[config.mk]
export PLATFORM = sky130hd
export DESIGN_NAME = infix_expression_evaluator
export DESIGN_NICKNAME = d
export VERILOG_FILES = /design/src/rtl/iee_pkg.sv /design/src/rtl/iee_mem.sv /design/src/rtl/iee_div.sv /design/src/rtl/infix_expression_evaluator.sv
export SDC_FILE = /design/constraint.sdc
export NUM_CORES = 1
export LEC_CHECK = 0
export BUFFER_PORTS_ARGS = -buffer_cell sky130_fd_sc_hd__buf_2
export CORE_MARGIN = 3
export CORE_UTILIZATION = 45
export DETAILED_ROUTE_END_ITERATION = 12
export GPL_ROUTABILITY_DRIVEN = 0
export GPL_TIMING_DRIVEN = 0
export PLACE_DENSITY_LB_ADDON = 0.12
export SKIP_LAST_GASP = 1
export SLEW_MARGIN = 20
export SYNTH_ARGS = -nofsm -noshare
export SYNTH_HDL_FRONTEND = slang
export SYNTH_SLANG_ARGS = --single-unit
[constraint.sdc]
create_clock -name clk -period 11.42 [get_ports clk]
set_clock_uncertainty 0.2 [all_clocks]
set_input_delay 0 -clock clk [delete_from_list [all_inputs] [get_ports clk]]
set_output_delay 0 -clock clk [all_outputs]
set_load 0.01 [all_outputs]
[src/rtl/iee_pkg.sv]
// Shared definitions for the infix expression evaluator.
// Character, operator, kind and status codes, and the divider request and response types.
// Depends on nothing.
`default_nettype none

package iee_pkg;

    localparam logic [7:0] CH_HASH  = 8'h23;
    localparam logic [7:0] CH_ZERO  = 8'h30;
    localparam logic [7:0] CH_NINE  = 8'h39;
    localparam logic [7:0] CH_PLUS  = 8'h2B;
    localparam logic [7:0] CH_MINUS = 8'h2D;
    localparam logic [7:0] CH_STAR  = 8'h2A;
    localparam logic [7:0] CH_SLASH = 8'h2F;
    localparam logic [7:0] CH_LPAR  = 8'h28;
    localparam logic [7:0] CH_RPAR  = 8'h29;
    localparam logic [7:0] CH_LBRK  = 8'h5B;
    localparam logic [7:0] CH_RBRK  = 8'h5D;
    localparam logic [7:0] TEN      = 8'd10;

    localparam logic [2:0] OP_SENT = 3'd0;
    localparam logic [2:0] OP_ADD  = 3'd1;
    localparam logic [2:0] OP_SUB  = 3'd2;
    localparam logic [2:0] OP_MUL  = 3'd3;
    localparam logic [2:0] OP_DIV  = 3'd4;
    localparam logic [2:0] OP_LPAR = 3'd5;
    localparam logic [2:0] OP_LBRK = 3'd6;

    localparam logic [2:0] KIND_DIGIT  = 3'd0;
    localparam logic [2:0] KIND_ADDSUB = 3'd1;
    localparam logic [2:0] KIND_MULDIV = 3'd2;
    localparam logic [2:0] KIND_OPEN   = 3'd3;
    localparam logic [2:0] KIND_CLOSE  = 3'd4;
    localparam logic [2:0] KIND_END    = 3'd5;

    localparam logic [1:0] ST_OK        = 2'd0;
    localparam logic [1:0] ST_MALFORMED = 2'd1;
    localparam logic [1:0] ST_DIVZERO   = 2'd2;
    localparam logic [1:0] ST_OVERFLOW  = 2'd3;

    typedef struct packed {
        logic       start;
        logic [7:0] dividend;
        logic [7:0] divisor;
    } div_req_t;

    typedef struct packed {
        logic       done;
        logic [7:0] quotient;
    } div_rsp_t;

    function automatic logic [2:0] sym_kind(input logic [7:0] c);
        logic [2:0] k;
        unique case (c) inside
            CH_PLUS, CH_MINUS:         k = KIND_ADDSUB;
            CH_STAR, CH_SLASH:         k = KIND_MULDIV;
            CH_LPAR, CH_LBRK:          k = KIND_OPEN;
            CH_RPAR, CH_RBRK:          k = KIND_CLOSE;
            CH_HASH:                   k = KIND_END;
            default:                   k = KIND_DIGIT;
        endcase
        return k;
    endfunction

    function automatic logic [2:0] sym_op(input logic [7:0] c);
        logic [2:0] op;
        unique case (c)
            CH_PLUS:  op = OP_ADD;
            CH_MINUS: op = OP_SUB;
            CH_STAR:  op = OP_MUL;
            CH_SLASH: op = OP_DIV;
            CH_LPAR:  op = OP_LPAR;
            CH_LBRK:  op = OP_LBRK;
            default:  op = OP_SENT;
        endcase
        return op;
    endfunction

    function automatic logic op_is_arith(input logic [2:0] op);
        return (op >= OP_ADD) && (op <= OP_DIV);
    endfunction

endpackage

`default_nettype wire

[src/rtl/iee_mem.sv]
// Synchronous single-port-write, single-port-read stack memory with registered read data.
// Depends on nothing.
`default_nettype none

module iee_mem #(
    parameter int WIDTH = 8,
    parameter int DEPTH = 32
) (
    input  wire logic                     clk,
    input  wire logic                     we,
    input  wire logic [$clog2(DEPTH)-1:0] waddr,
    input  wire logic [WIDTH-1:0]         wdata,
    input  wire logic [$clog2(DEPTH)-1:0] raddr,
    output logic      [WIDTH-1:0]         rdata
);

    logic [WIDTH-1:0] mem [DEPTH];

    always_ff @(posedge clk)
    begin
        if (we)
        begin
            mem[waddr] <= wdata;
        end
        rdata <= mem[raddr];
    end

endmodule

`default_nettype wire

[src/rtl/iee_div.sv]
// Iterative 8-bit signed divider, one quotient bit per cycle, truncating toward zero.
// Depends on iee_pkg for the request and response types.
`default_nettype none

module iee_div (
    input  wire logic              clk,
    input  wire logic              rst_n,
    input  wire iee_pkg::div_req_t req,
    output iee_pkg::div_rsp_t      rsp
);

    import iee_pkg::*;

    logic       busy_reg, busy_next;
    logic [2:0] cnt_reg, cnt_next;
    logic       done_reg, done_next;
    logic       neg_reg, neg_next;
    logic [7:0] rem_reg, rem_next;
    logic [7:0] quo_reg, quo_next;
    logic [7:0] dvs_reg, dvs_next;

    logic [8:0] shifted;
    logic [9:0] diff;
    logic       take;

    always_comb
    begin
        shifted   = {rem_reg, quo_reg[7]};
        diff      = {1'b0, shifted} - {2'b00, dvs_reg};
        take      = !diff[9];
        busy_next = busy_reg;
        cnt_next  = cnt_reg;
        done_next = 1'b0;
        neg_next  = neg_reg;
        rem_next  = rem_reg;
        quo_next  = quo_reg;
        dvs_next  = dvs_reg;
        if (req.start)
        begin
            busy_next = 1'b1;
            cnt_next  = 3'd7;
            neg_next  = req.dividend[7] ^ req.divisor[7];
            rem_next  = 8'd0;
            quo_next  = req.dividend[7] ? (~req.dividend + 8'd1) : req.dividend;
            dvs_next  = req.divisor[7] ? (~req.divisor + 8'd1) : req.divisor;
        end
        else if (busy_reg)
        begin
            rem_next = take ? diff[7:0] : shifted[7:0];
            quo_next = {quo_reg[6:0], take};
            cnt_next = cnt_reg - 3'd1;
            if (cnt_reg == 3'd0)
            begin
                busy_next = 1'b0;
                done_next = 1'b1;
            end
        end
    end

    always_ff @(posedge clk or negedge rst_n)
    begin
        if (!rst_n)
        begin
            busy_reg <= 1'b0;
            cnt_reg  <= 3'd0;
            done_reg <= 1'b0;
        end
        else
        begin
            busy_reg <= busy_next;
            cnt_reg  <= cnt_next;
            done_reg <= done_next;
        end
    end

    always_ff @(posedge clk)
    begin
        neg_reg <= neg_next;
        rem_reg <= rem_next;
        quo_reg <= quo_next;
        dvs_reg <= dvs_next;
    end

    assign rsp.done     = done_reg;
    assign rsp.quotient = neg_reg ? (~quo_reg + 8'd1) : quo_reg;

endmodule

`default_nettype wire

[src/rtl/infix_expression_evaluator.sv]
// Infix expression evaluator: operator and operand stacks in two synchronous memories.
// A symbol is taken in IDLE and handled in EVAL; each + - * reduction passes through RED,
// and a divide by a nonzero divisor also waits in DIV for the divider. A closing bracket
// then pops its opener in POP; '#' presents its result once its reductions are done.
// Reset empties both stacks and seeds the sentinel; memory contents are not cleared.
// Depends on iee_pkg, iee_mem and iee_div.
`default_nettype none

module infix_expression_evaluator #(
    parameter int OPERATOR_DEPTH = 32,
    parameter int OPERAND_DEPTH  = 32
) (
    input  wire logic              clk,
    input  wire logic              rst_n,
    input  wire logic              symbol_valid,
    output logic                   symbol_stall,
    input  wire logic [7:0]        symbol,
    output logic                   result_valid,
    input  wire logic              result_stall,
    output logic signed [7:0]      value,
    output logic        [1:0]      status
);

    import iee_pkg::*;

    localparam int OPC_W = $clog2(OPERATOR_DEPTH + 1);
    localparam int OPA_W = $clog2(OPERATOR_DEPTH);
    localparam int VLC_W = $clog2(OPERAND_DEPTH + 1);
    localparam int VLA_W = $clog2(OPERAND_DEPTH);

    localparam logic [OPC_W-1:0] OP_CNT_ONE  = OPC_W'(1);
    localparam logic [OPC_W-1:0] OP_CNT_TWO  = OPC_W'(2);
    localparam logic [OPC_W-1:0] OP_CNT_FULL = OPC_W'(OPERATOR_DEPTH);
    localparam logic [VLC_W-1:0] VL_CNT_ZERO = VLC_W'(0);
    localparam logic [VLC_W-1:0] VL_CNT_ONE  = VLC_W'(1);
    localparam logic [VLC_W-1:0] VL_CNT_TWO  = VLC_W'(2);
    localparam logic [VLC_W-1:0] VL_CNT_FULL = VLC_W'(OPERAND_DEPTH);

    localparam logic [2:0] S_IDLE = 3'd0;
    localparam logic [2:0] S_EVAL = 3'd1;
    localparam logic [2:0] S_RED  = 3'd2;
    localparam logic [2:0] S_POP  = 3'd3;
    localparam logic [2:0] S_DIV  = 3'd4;

    logic [2:0]       state_reg, state_next;
    logic [7:0]       sym_reg, sym_next;
    logic [OPC_W-1:0] op_cnt_reg, op_cnt_next;
    logic [2:0]       op_top_reg, op_top_next;
    logic [VLC_W-1:0] val_cnt_reg, val_cnt_next;
    logic [7:0]       val_top_reg, val_top_next;
    logic             prev_digit_reg, prev_digit_next;
    logic [1:0]       err_reg, err_next;
    logic             res_valid_reg, res_valid_next;
    logic [7:0]       res_value_reg, res_value_next;
    logic [1:0]       res_status_reg, res_status_next;

    logic             op_we;
    logic [OPA_W-1:0] op_waddr, op_raddr;
    logic [2:0]       op_rdata;
    logic             val_we;
    logic [VLA_W-1:0] val_waddr, val_raddr;
    logic [7:0]       val_rdata;
    logic [OPC_W-1:0] op_cnt_m1, op_cnt_m2;
    logic [VLC_W-1:0] val_cnt_m1, val_cnt_m2;

    div_req_t div_req;
    div_rsp_t div_rsp;

    logic [2:0]  kind;
    logic [7:0]  digit;
    logic        reduce_now;
    logic [2:0]  want;
    logic [7:0]  a_v, b_v;
    logic [15:0] prod;
    logic [15:0] ext_prod;
    logic        out_free;
    logic [1:0]  final_status;

    assign op_cnt_m1  = op_cnt_reg - OP_CNT_ONE;
    assign op_cnt_m2  = op_cnt_reg - OP_CNT_TWO;
    assign val_cnt_m1 = val_cnt_reg - VL_CNT_ONE;
    assign val_cnt_m2 = val_cnt_reg - VL_CNT_TWO;
    assign op_waddr   = op_cnt_m1[OPA_W-1:0];
    assign op_raddr   = op_cnt_m2[OPA_W-1:0];
    assign val_waddr  = val_cnt_m1[VLA_W-1:0];
    assign val_raddr  = val_cnt_m2[VLA_W-1:0];

    iee_mem #(
        .WIDTH (3),
        .DEPTH (OPERATOR_DEPTH)
    ) u_op_mem (
        .clk   (clk),
        .we    (op_we),
        .waddr (op_waddr),
        .wdata (op_top_reg),
        .raddr (op_raddr),
        .rdata (op_rdata)
    );

    iee_mem #(
        .WIDTH (8),
        .DEPTH (OPERAND_DEPTH)
    ) u_val_mem (
        .clk   (clk),
        .we    (val_we),
        .waddr (val_waddr),
        .wdata (val_top_reg),
        .raddr (val_raddr),
        .rdata (val_rdata)
    );

    iee_div u_div (
        .clk   (clk),
        .rst_n (rst_n),
        .req   (div_req),
        .rsp   (div_rsp)
    );

    always_comb
    begin
        state_next      = state_reg;
        sym_next        = sym_reg;
        op_cnt_next     = op_cnt_reg;
        op_top_next     = op_top_reg;
        val_cnt_next    = val_cnt_reg;
        val_top_next    = val_top_reg;
        prev_digit_next = prev_digit_reg;
        err_next        = err_reg;
        res_valid_next  = res_valid_reg && result_stall;
        res_value_next  = res_value_reg;
        res_status_next = res_status_reg;
        op_we           = 1'b0;
        val_we          = 1'b0;
        div_req         = '0;

        kind       = sym_kind(sym_reg);
        digit      = sym_reg - CH_ZERO;
        reduce_now = op_is_arith(op_top_reg)
                     && (kind == KIND_ADDSUB || kind == KIND_CLOSE || kind == KIND_END
                         || (kind == KIND_MULDIV && op_top_reg >= OP_MUL));
        want       = (sym_reg == CH_RPAR) ? OP_LPAR : OP_LBRK;
        b_v        = (val_cnt_reg != VL_CNT_ZERO) ? val_top_reg : 8'd0;
        a_v        = (val_cnt_reg >= VL_CNT_TWO) ? val_rdata : 8'd0;
        prod       = a_v * b_v;
        ext_prod   = val_top_reg * TEN;
        out_free   = !res_valid_reg || !result_stall;

        final_status = err_reg;
        if (err_reg == ST_OK && (op_top_reg != OP_SENT || val_cnt_reg != VL_CNT_ONE))
        begin
            final_status = ST_MALFORMED;
        end

        unique case (state_reg)
            S_IDLE:
            begin
                if (symbol_valid)
                begin
                    sym_next   = symbol;
                    state_next = S_EVAL;
                end
            end
            S_EVAL:
            begin
                if (kind == KIND_DIGIT)
                begin
                    if (prev_digit_reg && val_cnt_reg != VL_CNT_ZERO)
                    begin
                        val_top_next = ext_prod[7:0] + digit;
                    end
                    else if (val_cnt_reg != VL_CNT_FULL)
                    begin
                        val_we       = (val_cnt_reg != VL_CNT_ZERO);
                        val_top_next = digit;
                        val_cnt_next = val_cnt_reg + VL_CNT_ONE;
                    end
                    else if (err_reg == ST_OK)
                    begin
                        err_next = ST_OVERFLOW;
                    end
                    prev_digit_next = (sym_reg >= CH_ZERO) && (sym_reg <= CH_NINE);
                    state_next      = S_IDLE;
                end
                else if (reduce_now)
                begin
                    prev_digit_next = 1'b0;
                    state_next      = S_RED;
                end
                else
                begin
                    prev_digit_next = 1'b0;
                    state_next      = S_IDLE;
                    case (kind)
                        KIND_CLOSE:
                        begin
                            if (op_top_reg == want && op_cnt_reg > OP_CNT_ONE)
                            begin
                                op_cnt_next = op_cnt_m1;
                                state_next  = S_POP;
                            end
                            else if (err_reg == ST_OK)
                            begin
                                err_next = ST_MALFORMED;
                            end
                        end
                        KIND_END:
                        begin
                            if (out_free)
                            begin
                                res_valid_next  = 1'b1;
                                res_value_next  = (val_cnt_reg != VL_CNT_ZERO) ? val_top_reg
                                                                               : 8'd0;
                                res_status_next = final_status;
                                op_cnt_next     = OP_CNT_ONE;
                                op_top_next     = OP_SENT;
                                val_cnt_next    = VL_CNT_ZERO;
                                err_next        = ST_OK;
                            end
                            else
                            begin
                                state_next = S_EVAL;
                            end
                        end
                        default:
                        begin
                            if (op_cnt_reg != OP_CNT_FULL)
                            begin
                                op_we       = 1'b1;
                                op_top_next = sym_op(sym_reg);
                                op_cnt_next = op_cnt_reg + OP_CNT_ONE;
                            end
                            else if (err_reg == ST_OK)
                            begin
                                err_next = ST_OVERFLOW;
                            end
                        end
                    endcase
                end
            end
            S_RED:
            begin
                op_cnt_next  = op_cnt_m1;
                op_top_next  = (op_cnt_m1 == OP_CNT_ONE) ? OP_SENT : op_rdata;
                val_cnt_next = (val_cnt_reg < VL_CNT_TWO) ? VL_CNT_ONE : val_cnt_m1;
                if (err_reg == ST_OK)
                begin
                    if (val_cnt_reg < VL_CNT_TWO)
                    begin
                        err_next = ST_MALFORMED;
                    end
                    else if (op_top_reg == OP_DIV && b_v == 8'd0)
                    begin
                        err_next = ST_DIVZERO;
                    end
                end
                state_next = S_EVAL;
                case (op_top_reg)
                    OP_ADD: val_top_next = a_v + b_v;
                    OP_SUB: val_top_next = a_v - b_v;
                    OP_MUL: val_top_next = prod[7:0];
                    default:
                    begin
                        if (b_v == 8'd0)
                        begin
                            val_top_next = 8'd0;
                        end
                        else
                        begin
                            div_req.start    = 1'b1;
                            div_req.dividend = a_v;
                            div_req.divisor  = b_v;
                            state_next       = S_DIV;
                        end
                    end
                endcase
            end
            S_POP:
            begin
                op_top_next = (op_cnt_reg == OP_CNT_ONE) ? OP_SENT : op_rdata;
                state_next  = S_IDLE;
            end
            S_DIV:
            begin
                if (div_rsp.done)
                begin
                    val_top_next = div_rsp.quotient;
                    state_next   = S_EVAL;
                end
            end
            default:
            begin
                state_next = S_IDLE;
            end
        endcase
    end

    always_ff @(posedge clk or negedge rst_n)
    begin
        if (!rst_n)
        begin
            state_reg      <= S_IDLE;
            op_cnt_reg     <= OP_CNT_ONE;
            op_top_reg     <= OP_SENT;
            val_cnt_reg    <= VL_CNT_ZERO;
            prev_digit_reg <= 1'b0;
            err_reg        <= ST_OK;
            res_valid_reg  <= 1'b0;
        end
        else
        begin
            state_reg      <= state_next;
            op_cnt_reg     <= op_cnt_next;
            op_top_reg     <= op_top_next;
            val_cnt_reg    <= val_cnt_next;
            prev_digit_reg <= prev_digit_next;
            err_reg        <= err_next;
            res_valid_reg  <= res_valid_next;
        end
    end

    always_ff @(posedge clk)
    begin
        sym_reg        <= sym_next;
        val_top_reg    <= val_top_next;
        res_value_reg  <= res_value_next;
        res_status_reg <= res_status_next;
    end

    assign symbol_stall = (state_reg != S_IDLE);
    assign result_valid = res_valid_reg;
    assign value        = res_value_reg;
    assign status       = res_status_reg;

    a_op_cnt_range: assert property (@(posedge clk) disable iff (!rst_n)
        (op_cnt_reg != '0) && (op_cnt_reg <= OP_CNT_FULL))
        else $error("operator count out of range");

    a_val_cnt_range: assert property (@(posedge clk) disable iff (!rst_n)
        val_cnt_reg <= VL_CNT_FULL)
        else $error("operand count out of range");

    a_sentinel_top: assert property (@(posedge clk) disable iff (!rst_n)
        (op_cnt_reg == OP_CNT_ONE && state_reg != S_POP) |-> (op_top_reg == OP_SENT))
        else $error("empty operator stack does not show the sentinel");

    a_div_done_state: assert property (@(posedge clk) disable iff (!rst_n)
        div_rsp.done |-> (state_reg == S_DIV))
        else $error("divider finished outside the divide wait");

    a_accept_eval: assert property (@(posedge clk) disable iff (!rst_n)
        (symbol_valid && !symbol_stall) |=> (state_reg == S_EVAL))
        else $error("accepted request was not evaluated");

endmodule

`default_nettype wire
### Yosys cells after proc, flatten, opt, wreduce, memory -nomap -nowiden

Memory sizes are Yosys's and may differ from the RTL's. A register that Yosys moved wholly into a read port is not among the register bits.
Cells that the tools add are included.

* magnitude comparators: 8
* multipliers: 2
* bitwise gates (word level): 6
* reductions and logical operators: 43
* equality and inequality tests: 51
* multiplexer cells: 95
* add/subtract/negate cells: 15

Operator list (count)
* 8-bit 2-to-1 mux: 12
* 6-bit 2-to-1 mux: 12
* 8-bit by 6-bit equality test with 1-bit output, second input constant: 7
* 17-bit 2-to-1 mux: 3
* 8-bit case mux with 3 select lines: 2
* 3-bit 2-to-1 mux: 12
* 6-bit case mux with 2 select lines: 3
* 3-bit inequality test, second input constant: 11
* 2-bit 2-to-1 mux: 16
* 1-bit 2-to-1 mux: 26
* 8-bit by 1-bit adder with 8-bit output, second input constant: 3
* 8-bit inverter: 3
* 3-bit case mux with 6 select lines: 1
* 6-bit AND reduction: 3
* 8-bit adder: 2
* 8-bit by 7-bit equality test with 1-bit output, second input constant: 2
* 4-bit inequality test, second input constant: 4
* 3-bit by 2-bit equality test with 1-bit output, second input constant: 5
* 3-bit case mux with 5 select lines: 1
* 6-bit by 1-bit adder with 6-bit output, second input constant: 2
* 3-bit equality test, second input constant: 4
* 6-bit by 1-bit equality test with 1-bit output, second input constant: 2
* 2-bit inequality test, second input constant: 6
* 6-bit inequality test, second input constant: 2
* 42 further kinds: 76

* bits in registers: 78
* output and inout bits: 12
* memory bits (writable): 352
* memories kept: 2
* word-level logic and storage cells: 241

Memory list
* u_val_mem.mem: depth 32, bits a word 8, rd ports 1, clocked after Yosys merged registers in 1, write ports 1, line iee_mem.sv:17 `logic [WIDTH-1:0] mem [DEPTH];`
* u_op_mem.mem: depth 32, bits a word 3, rd ports 1, clocked after Yosys merged registers in 1, write ports 1, line iee_mem.sv:17

### Depth between registers and ports, before layout

Gate-level depths: netlist (run 1).

* depth after elaboration: 13
* depth in mapped cells: 27

### Modules after synthesis

A second synthesis (run 1) with hierarchy kept.

* cell total of the unflattened synthesis: 1487
* area total of the unflattened synthesis: 21543.2 um^2

Modules (own cells, without submodules)
* iee_mem at u_val_mem: cells an instance 417, area each 10053.4 um^2, seq. area each 7847.5 um^2, instances 1
* infix_expression_evaluator: cells an instance 672, area each 5574.1 um^2, seq. area each 1332.5 um^2, instances 1
* iee_mem at u_op_mem: cells an instance 185, area each 3916.3 um^2, seq. area each 2942.8 um^2, instances 1
* iee_div: cells an instance 213, area each 1999.4 um^2, seq. area each 795.8 um^2, instances 1

### Worst setup path before layout (run 1)

No wires, ideal clock.

* path type: reg2reg
* from: reg val_cnt_reg[1]
* to: reg val_top_reg[7] (data pin)
* slack: 5.146 ns
* stages on the path, launching flop included: 27
* required time: 10.953 ns
* period minus slack after synthesis: 6.274 ns
* library setup time: 0.267 ns
* data arrival time: 5.807 ns
* path through: dfrtp_1 > clkbuf_1 > clkbuf_1 > clkbuf_1 > inv_1 > ha_1 > buf_2 > or4b_1 > or2_1 > clkbuf_1 > nand2_1 > inv_1 > nand2_1 > fa_1 > inv_1 > ha_1 > inv_1 > fa_1 > fa_1 > inv_1 > ha_1 > a21oi_1 > xnor2_1 > xnor2_1 > xnor2_1 > a22oi_1 > o221ai_2

* cells in the longest elaborated chain, start to end: 5
* elaborated cells between the ends (all ways): 12
* those cells by class: add/sub: 2; mul: 1; order compare: 1; mux: 6; reduce/logical: 2

RTL lines
* from (decl): line infix_expression_evaluator.sv:49 `logic [VLC_W-1:0] val_cnt_reg, val_cnt_next;`
* from (signal assigned): line infix_expression_evaluator.sv:314 `val_cnt_reg <= val_cnt_next;`
* 6-bit nonzero test *: line infix_expression_evaluator.sv:142 `b_v = (val_cnt_reg != VL_CNT_ZERO) ? val_top_reg : 8'd0;`
* 8-bit 2-to-1 mux *: line infix_expression_evaluator.sv:142
* named net b_v[2]: line infix_expression_evaluator.sv:73 `logic [7:0] a_v, b_v;`
* 8-bit by 8-bit multiplier with 8-bit output (tied with other cells): line infix_expression_evaluator.sv:144 `prod = a_v * b_v;`
* 8-bit case mux with 3 select lines *: line infix_expression_evaluator.sv:257 `case (op_top_reg)`
* 8-bit case mux with 3 select lines *: line infix_expression_evaluator.sv:154 `unique case (state_reg)`
* named net val_top_next[7]: line infix_expression_evaluator.sv:50 `logic [7:0] val_top_reg, val_top_next;`
* to (signal assigned): line infix_expression_evaluator.sv:324 `val_top_reg <= val_top_next;`
* to (decl): line infix_expression_evaluator.sv:50

Mark *: on every way through the listed nets, which the timed path passes. The rest lies on a longest branch. The select of a mux whose other input is x is not followed.
A chain may end at the register's enable or synchronous reset.

### Final worst setup path (run 1)

Ends and elaborated chain as after synthesis.

==> flow_metrics.tcl, run 1 <==
set metrics [dict create \
    status "finished, final reports clean" \
    synth-async-reset-ratio_pct 6.12 \
    power_density_mw_per_mm2 277 \
    slowest_stage "clkbuf_1" \
    cts-resized-gates 0 \
    drcViolationCount 0 \
    hold_class "input port to flip-flop" \
    min_period_ns 7.97 \
    finalCritPeriodShare_pct 69.8 \
    antenna_found_initial 0 \
    drive_gt1_share_pct 16.8 \
    timing.setup.tns_ns 0 \
    setup_viol 0 \
    path_depth 26 \
    grt_max_degree 40 \
    clock_sinks 441 \
    vias 12702 \
    cp_top_family "buffers and inverters" \
    synth_cell_types 82 \
    ys_ff_latch 441 \
    synthMuxAreaShare_pct 13.0 \
    die_area_mm2 0.0499 \
    max_stage_delay_ns 0.60 \
    post_cts_buffers 0 \
    grt_pass1_vias 12971 \
    syn_nets 1569 \
    yosys.area_share.simple_pct 7.85 \
    io_pins 24 \
    ir_drop_mv 0.176 \
    rsz0062_at_grt "no" \
    synth_top_family_by_area "multiplexers" \
    path_buf_inv 10 \
    cts_tree "built" \
    clock.fmax_mhz 125 \
    max-cap-violations 0 \
    worst-setup-path-type "flip-flop to flip-flop" \
    first_pass_iters 7 \
    rows 79 \
    finalHoldViolations 0 \
    grt_pass1_wl_um 78000 \
    dieHeight_um 223 \
    fin_nets 1676 \
    drv_slew 0 \
    root_buffer "clkbuf_16" \
    cts_buffer_depth 3 \
    hold_buffers 21 \
    synth_edf_count 395 \
    vias_per_cell 5.73 \
    grt_use_total_pct 20.4 \
    place_hpwl_um 35400 \
    regMostFlops "u_val_mem.mem" \
    crit_arrival_ns 8.09 \
    slew_headroom_pct 25.6 \
    min_path_cells 4 \
    io_buffers 23 \
    wire_per_inst_um 22.6 \
    clk_latency_ns 0.59 \
    start_kind "flip-flop" \
    crit_fanout 10 \
    cp-end-kind "flip-flop" \
    synth_area_mm2 0.0213 \
    die_w_um 223 \
    whs_ns 0.0689 \
    required_ns 11.53 \
    synthXorXnorAreaFrac_pct 3.07 \
    critical-path-top-cell-by-count "inv_1" \
    synth_compound_area_share_pct 6.84 \
    syn_avg_cell_area_um2 14.5 \
    synth-adder-area-share_pct 5.74 \
    worstRegToRegCells 26 \
    core-area_mm2 0.0467 \
    yosysSeqAreaShare_pct 60.7 \
    grt-ovfl-total 0 \
    drtIter0Drc 951 \
    p_leak_nw 8.23 \
    ys.flop_type "edfxtp_1" \
    synth_cells 1469 \
    power.total_mw 6.68 \
    yosysWarnings 0 \
    top_regs "u_val_mem.mem (256), u_op_mem.mem (96)" \
    drt_wl_total_um 50200 \
    cts_max_level 2 \
    start_util_pct 45.6 \
    clk_pin_slew_ns 0.06 \
    drtAntennaViolNets 0 \
    tightest_slew_ns 1.11 \
    areaGrowthSynthToFinish_pct 13.3 \
    diodes 0 \
    largest_reg_flops 256 \
    cts_made_buffers 46 \
]
-- cells in the mapped netlist (all sizes together), types with 5 or more instances --
| library cell | count | area share [%] |
|---|---|---|
| o21a | 5 | 0.18 |
| buf | 19 | 0.42 |
| xor2 | 23 | 0.95 |
| nor3b | 7 | 0.25 |
| o21ai | 60 | 1.4 |
| clkbuf | 52 | 0.92 |
| o221ai | 6 | 0.28 |
| nand4 | 8 | 0.24 |
| a31oi | 9 | 0.26 |
| o31ai | 10 | 0.35 |
| nand2b | 12 | 0.35 |
| a21o | 8 | 0.28 |
| nor3 | 21 | 0.59 |
| and3 | 6 | 0.18 |
| o211ai | 9 | 0.32 |
| a21oi | 54 | 1.3 |
| nor2 | 144 | 2.5 |
| mux2 | 15 | 0.79 |
| ha | 72 | 4.2 |
| and2 | 6 | 0.18 |
| fa | 16 | 1.5 |
| mux4 | 110 | 12 |
| a22oi | 11 | 0.39 |
| mux2i | 11 | 0.52 |
| nor4 | 9 | 0.34 |
| nand2 | 99 | 1.7 |
| nand3 | 14 | 0.33 |
| dfxtp | 19 | 1.8 |
| dfrtp | 26 | 3.1 |
| a211oi | 7 | 0.29 |
| xnor2 | 49 | 2.0 |
| inv | 81 | 1.4 |
| edfxtp | 395 | 56 |
| a22o | 5 | 0.21 |
-- final cells by class --
cell class | count | area, um2
buffer | 71 | 287
clock buffer | 58 | 1220
clock inverter | 24 | 240
fill | 3965 | 22500
inverter | 82 | 308
multi-input combinational | 875 | 7780
sequential | 441 | 12900
tap | 607 | 759
timing repair buffer | 59 | 593
-- per-stage QoR --
stage	std cells	utilization, %	worst slack (ns)	area (um2)
floorplan	1469	-	5.15	21300
global route	2217	51.7	2.90	24100
finish	2217	51.7	3.45	24100
CTS	2216	51.6	3.42	24100
global placement	2099	47.5	3.38	22100
detailed placement	2113	48.0	3.45	22400
-- worst paths after layout --
| check | from | to | slack [ns] |
|---|---|---|---|
| min in group asynchronous | rst_n | u_div.busy_reg$_DFF_PN0_ | 0.34 |
| setup reg to reg | val_cnt_reg[1]$_DFFE_PN0P_ | val_top_reg[7]$_DFFE_PP_ | 3.45 |
| setup / recovery | val_cnt_reg[1]$_DFFE_PN0P_ | val_top_reg[7]$_DFFE_PP_ | 3.45 |
| hold reg to reg | u_div.cnt_reg[2]$_DFFE_PN0P_ | u_div.done_reg$_DFF_PN0_ | 0.28 |
| hold / removal | result_stall | result_valid$_DFF_PN0_ | 0.07 |
| max in group asynchronous | rst_n | op_top_reg[2]$_DFFE_PN0P_ | 10.48 |
-- tightest hold or removal path: stages --
cell	delay (ns)
dlygate4sd3_1	0.52
buf_2	0.10
nand2_1	0.11
o21ai_0	0.10
-- cells by family (layout without fill, tap and decap cells) --
group / Yosys count / after routing
AO/OA/AOI/OAI: 222 / 222
buffers and inverters: 153 / 294
XOR/XNOR: 73 / 73
flip-flops: 441 / 441
AND/OR/NAND/NOR: 356 / 356
multiplexers: 136 / 136
adder cells (fa/ha/maj): 88 / 88
-- cells in the final DEF, fill, tap and decap left out, drive strengths merged, types with 49 or more instances in the layout --
cell	netlist	layout
edfxtp	395	395
ha	72	72
a21oi	54	54
buf	19	58
mux4	110	110
nand2	99	99
clkbuf	52	110
xnor2	49	49
inv	81	83
o21ai	60	60
nor2	144	144
-- layer usage --
metal  global-route usage, %  up-vias  share of wire, %
met5                       0        -                 0
met4                    4.40        0               1.8
met3                    3.07       70               5.1
met2                    34.4      315                49
met1                    28.5     6505                44
li1                        -     5812                 -
-- power by group --
group	internal, mW	switching, mW	leakage [nW]
clock network	0.848	0.619	0.714
logic	1.30	1.75	3.54
registers	2.03	0.129	3.98
total	4.18	2.50	8.23
Power figures use the tool's default switching activity.
==> run 2, diff against run 1 <==
==> constraint.sdc (replaced) <==
create_clock -name clk -period 8.4 [get_ports clk]
set_clock_uncertainty 0.2 [all_clocks]
set_input_delay 0 -clock clk [delete_from_list [all_inputs] [get_ports clk]]
set_output_delay 0 -clock clk [all_outputs]
set_load 0.01 [all_outputs]
==> flow_metrics.tcl, run 2 (synthesis gave the netlist of run 1 again) <==
set metrics [dict create \
    cp-end-kind "flip-flop" \
    crit_fanout 10 \
    post_cts_buffers 0 \
    drt_wl_total_um 50200 \
    io_pins 24 \
    status "finished, final reports clean" \
    setup_viol 0 \
    layout.cells.non_filler 2217 \
    setup_slack_ns 0.707 \
    cts_buffer_depth 3 \
    startpoint "val_cnt_reg[1]$_DFFE_PN0P_" \
    max-cap-violations 0 \
    vias_per_cell 5.75 \
    grt-ovfl-total 0 \
    dp_cells 2113 \
    start_util_pct 45.6 \
    dieHeight_um 223 \
    reg2reg_setup_slack_ns 0.71 \
    wire_per_inst_um 22.7 \
    ir_drop_mv 0.243 \
    drive_gt1_share_pct 16.9 \
    core-area_mm2 0.0467 \
    regMostFlops "u_val_mem.mem" \
    areaGrowthSynthToFinish_pct 13.4 \
    vias 12741 \
    clk_latency_ns 0.59 \
    clock_sinks 441 \
    min_to "result_valid$_DFF_PN0_" \
    clock.fmax_mhz 130 \
    root_buffer "clkbuf_16" \
    pwr-share-comb_pct 45.7 \
    min_path_cells 4 \
    final_cell_mix "edfxtp_1 (395), nor2_1 (144), mux4_2 (110), nand2_1 (99), inv_1 (81)" \
    first_pass_iters 7 \
    antenna_found_initial 0 \
    worstReg2RegEnd "val_top_reg[7]$_DFFE_PP_" \
    p_clk_share_pct 21.9 \
    whs_ns 0.0750 \
    grt_use_total_pct 20.4 \
    drv_slew 0 \
    place_hpwl_um 35400 \
    tightest_slew_ns 1.11 \
    die_area_mm2 0.0499 \
    grt_pass1_vias 12971 \
    clk_pin_slew_ns 0.06 \
    die_w_um 223 \
    cts_tree "built" \
    hold_class "input port to flip-flop" \
    start_kind "flip-flop" \
    pwr-share-seq_pct 32.3 \
    drtIter0Drc 913 \
    rsz0062_at_grt "no" \
    diodes 0 \
    fin_nets 1676 \
    worstRegToRegCells 26 \
    p_sw_mw 3.40 \
    rr_startpoint "val_cnt_reg[1]$_DFFE_PN0P_" \
    power.share.switching_pct 37.4 \
    p_leak_nw 8.24 \
    min_from "result_stall" \
    p_int_mw 5.69 \
    post-place-ws_ns 0.427 \
    finalCritPeriodShare_pct 91.6 \
    finalHoldViolations 0 \
    io_buffers 23 \
    crit_arrival_ns 7.81 \
    worst-setup-path-type "flip-flop to flip-flop" \
    cts_made_buffers 46 \
    drtAntennaViolNets 0 \
    slew_headroom_pct 25.6 \
    grt_max_degree 40 \
    timing.setup.tns_ns 0 \
    drcViolationCount 0 \
    final_common_cell "edfxtp_1" \
    largest_reg_flops 256 \
    power.total_mw 9.08 \
    grt_pass1_wl_um 78000 \
    fillCellCount 3965 \
    power_density_mw_per_mm2 377 \
    required_ns 8.52 \
    min_period_ns 7.69 \
    rows 79 \
    cts_max_level 2 \
    top_regs "u_val_mem.mem (256), u_op_mem.mem (96)" \
]
==> run 2: cell counts in the layout (fill, tap and decap cells not counted) <==
No cell type changed its count.
==> run 2: timing repair <==
item | in CTS | in global routing
setup endpoints to repair | 0 | 1
hold buffers | 21 | 0
gates resized for setup | 0 | 2
endpoints found under the hold margin | 55 | 0
==> run 2: final cells by class <==
| cell class | count | area [um2] | share of cell area, % |
|---|---|---|---|
| sequential | 441 | 12900 | 53.6 |
| buffer | 71 | 288 | 1.19 |
| multi-input combinational | 875 | 7780 | 32.3 |
| inverter | 82 | 308 | 1.28 |
| clock buffer | 58 | 1220 | 5.05 |
| timing repair buffer | 59 | 593 | 2.46 |
| tap | 607 | 759 | 3.15 |
| clock inverter | 24 | 240 | 0.997 |
==> run 2: per-stage QoR <==
step	utilization (%)	area [um2]
6_report	51.7	24100
5_1_grt	51.7	24100
4_1_cts	51.6	24100
3_5_place_dp	48.0	22400
3_3_place_gp	47.5	22100
2_1_floorplan	-	21300
==> run 2: how the worst max path moves through the flow <==
stage          slack (ns)                        to
2_1_floorplan        2.13  val_top_reg[7]$_DFFE_PP_
3_3_place_gp         0.36  val_top_reg[7]$_DFFE_PP_
3_5_place_dp         0.43  val_top_reg[7]$_DFFE_PP_
4_1_cts              0.40  val_top_reg[7]$_DFFE_PP_
5_1_grt              0.22  val_top_reg[7]$_DFFE_PP_
6_report             0.71  val_top_reg[7]$_DFFE_PP_
==> run 2: per-layer routing <==
layer  up-vias  GRT usage, %  routed length [um]
met5         -             0                   0
met4         0          4.40                 859
met3        71          3.07                2600
met2       349          34.4               24700
met1      6502          28.5               22100
li1       5819             -                   -
==> run 2: power groups by stage <==
stage / Sequential, mW / Clock [mW] / Combinational, mW
finish: 2.94 / 1.99 / 4.15
global route: 2.95 / 2.13 / 4.55
CTS: 2.95 / 2.03 / 4.18
detailed placement: 2.99 / 0 / 4.15
global placement: 3.12 / 0 / 3.87
floorplan: 2.96 / 0 / 2.86
==> run 2: worst max-delay path, stage by stage (launching register included) <==
cell and delay [ns]:
dfrtp_1 0.44, clkbuf_1 0.35, clkbuf_1 0.55, clkbuf_2 0.42
inv_1 0.19, ha_1 0.23, buf_2 0.19, or4b_1 0.25
or2_1 0.25, clkbuf_1 0.45, nand2_1 0.29, inv_1 0.18
nand2_1 0.09, fa_1 0.49, inv_1 0.04, ha_1 0.27
inv_1 0.05, fa_1 0.51, fa_1 0.56, inv_1 0.05
ha_1 0.33, a21oi_1 0.17, xnor2_1 0.19, xnor2_1 0.14
xnor2_1 0.15, a22oi_1 0.25, o221ai_2 0.15
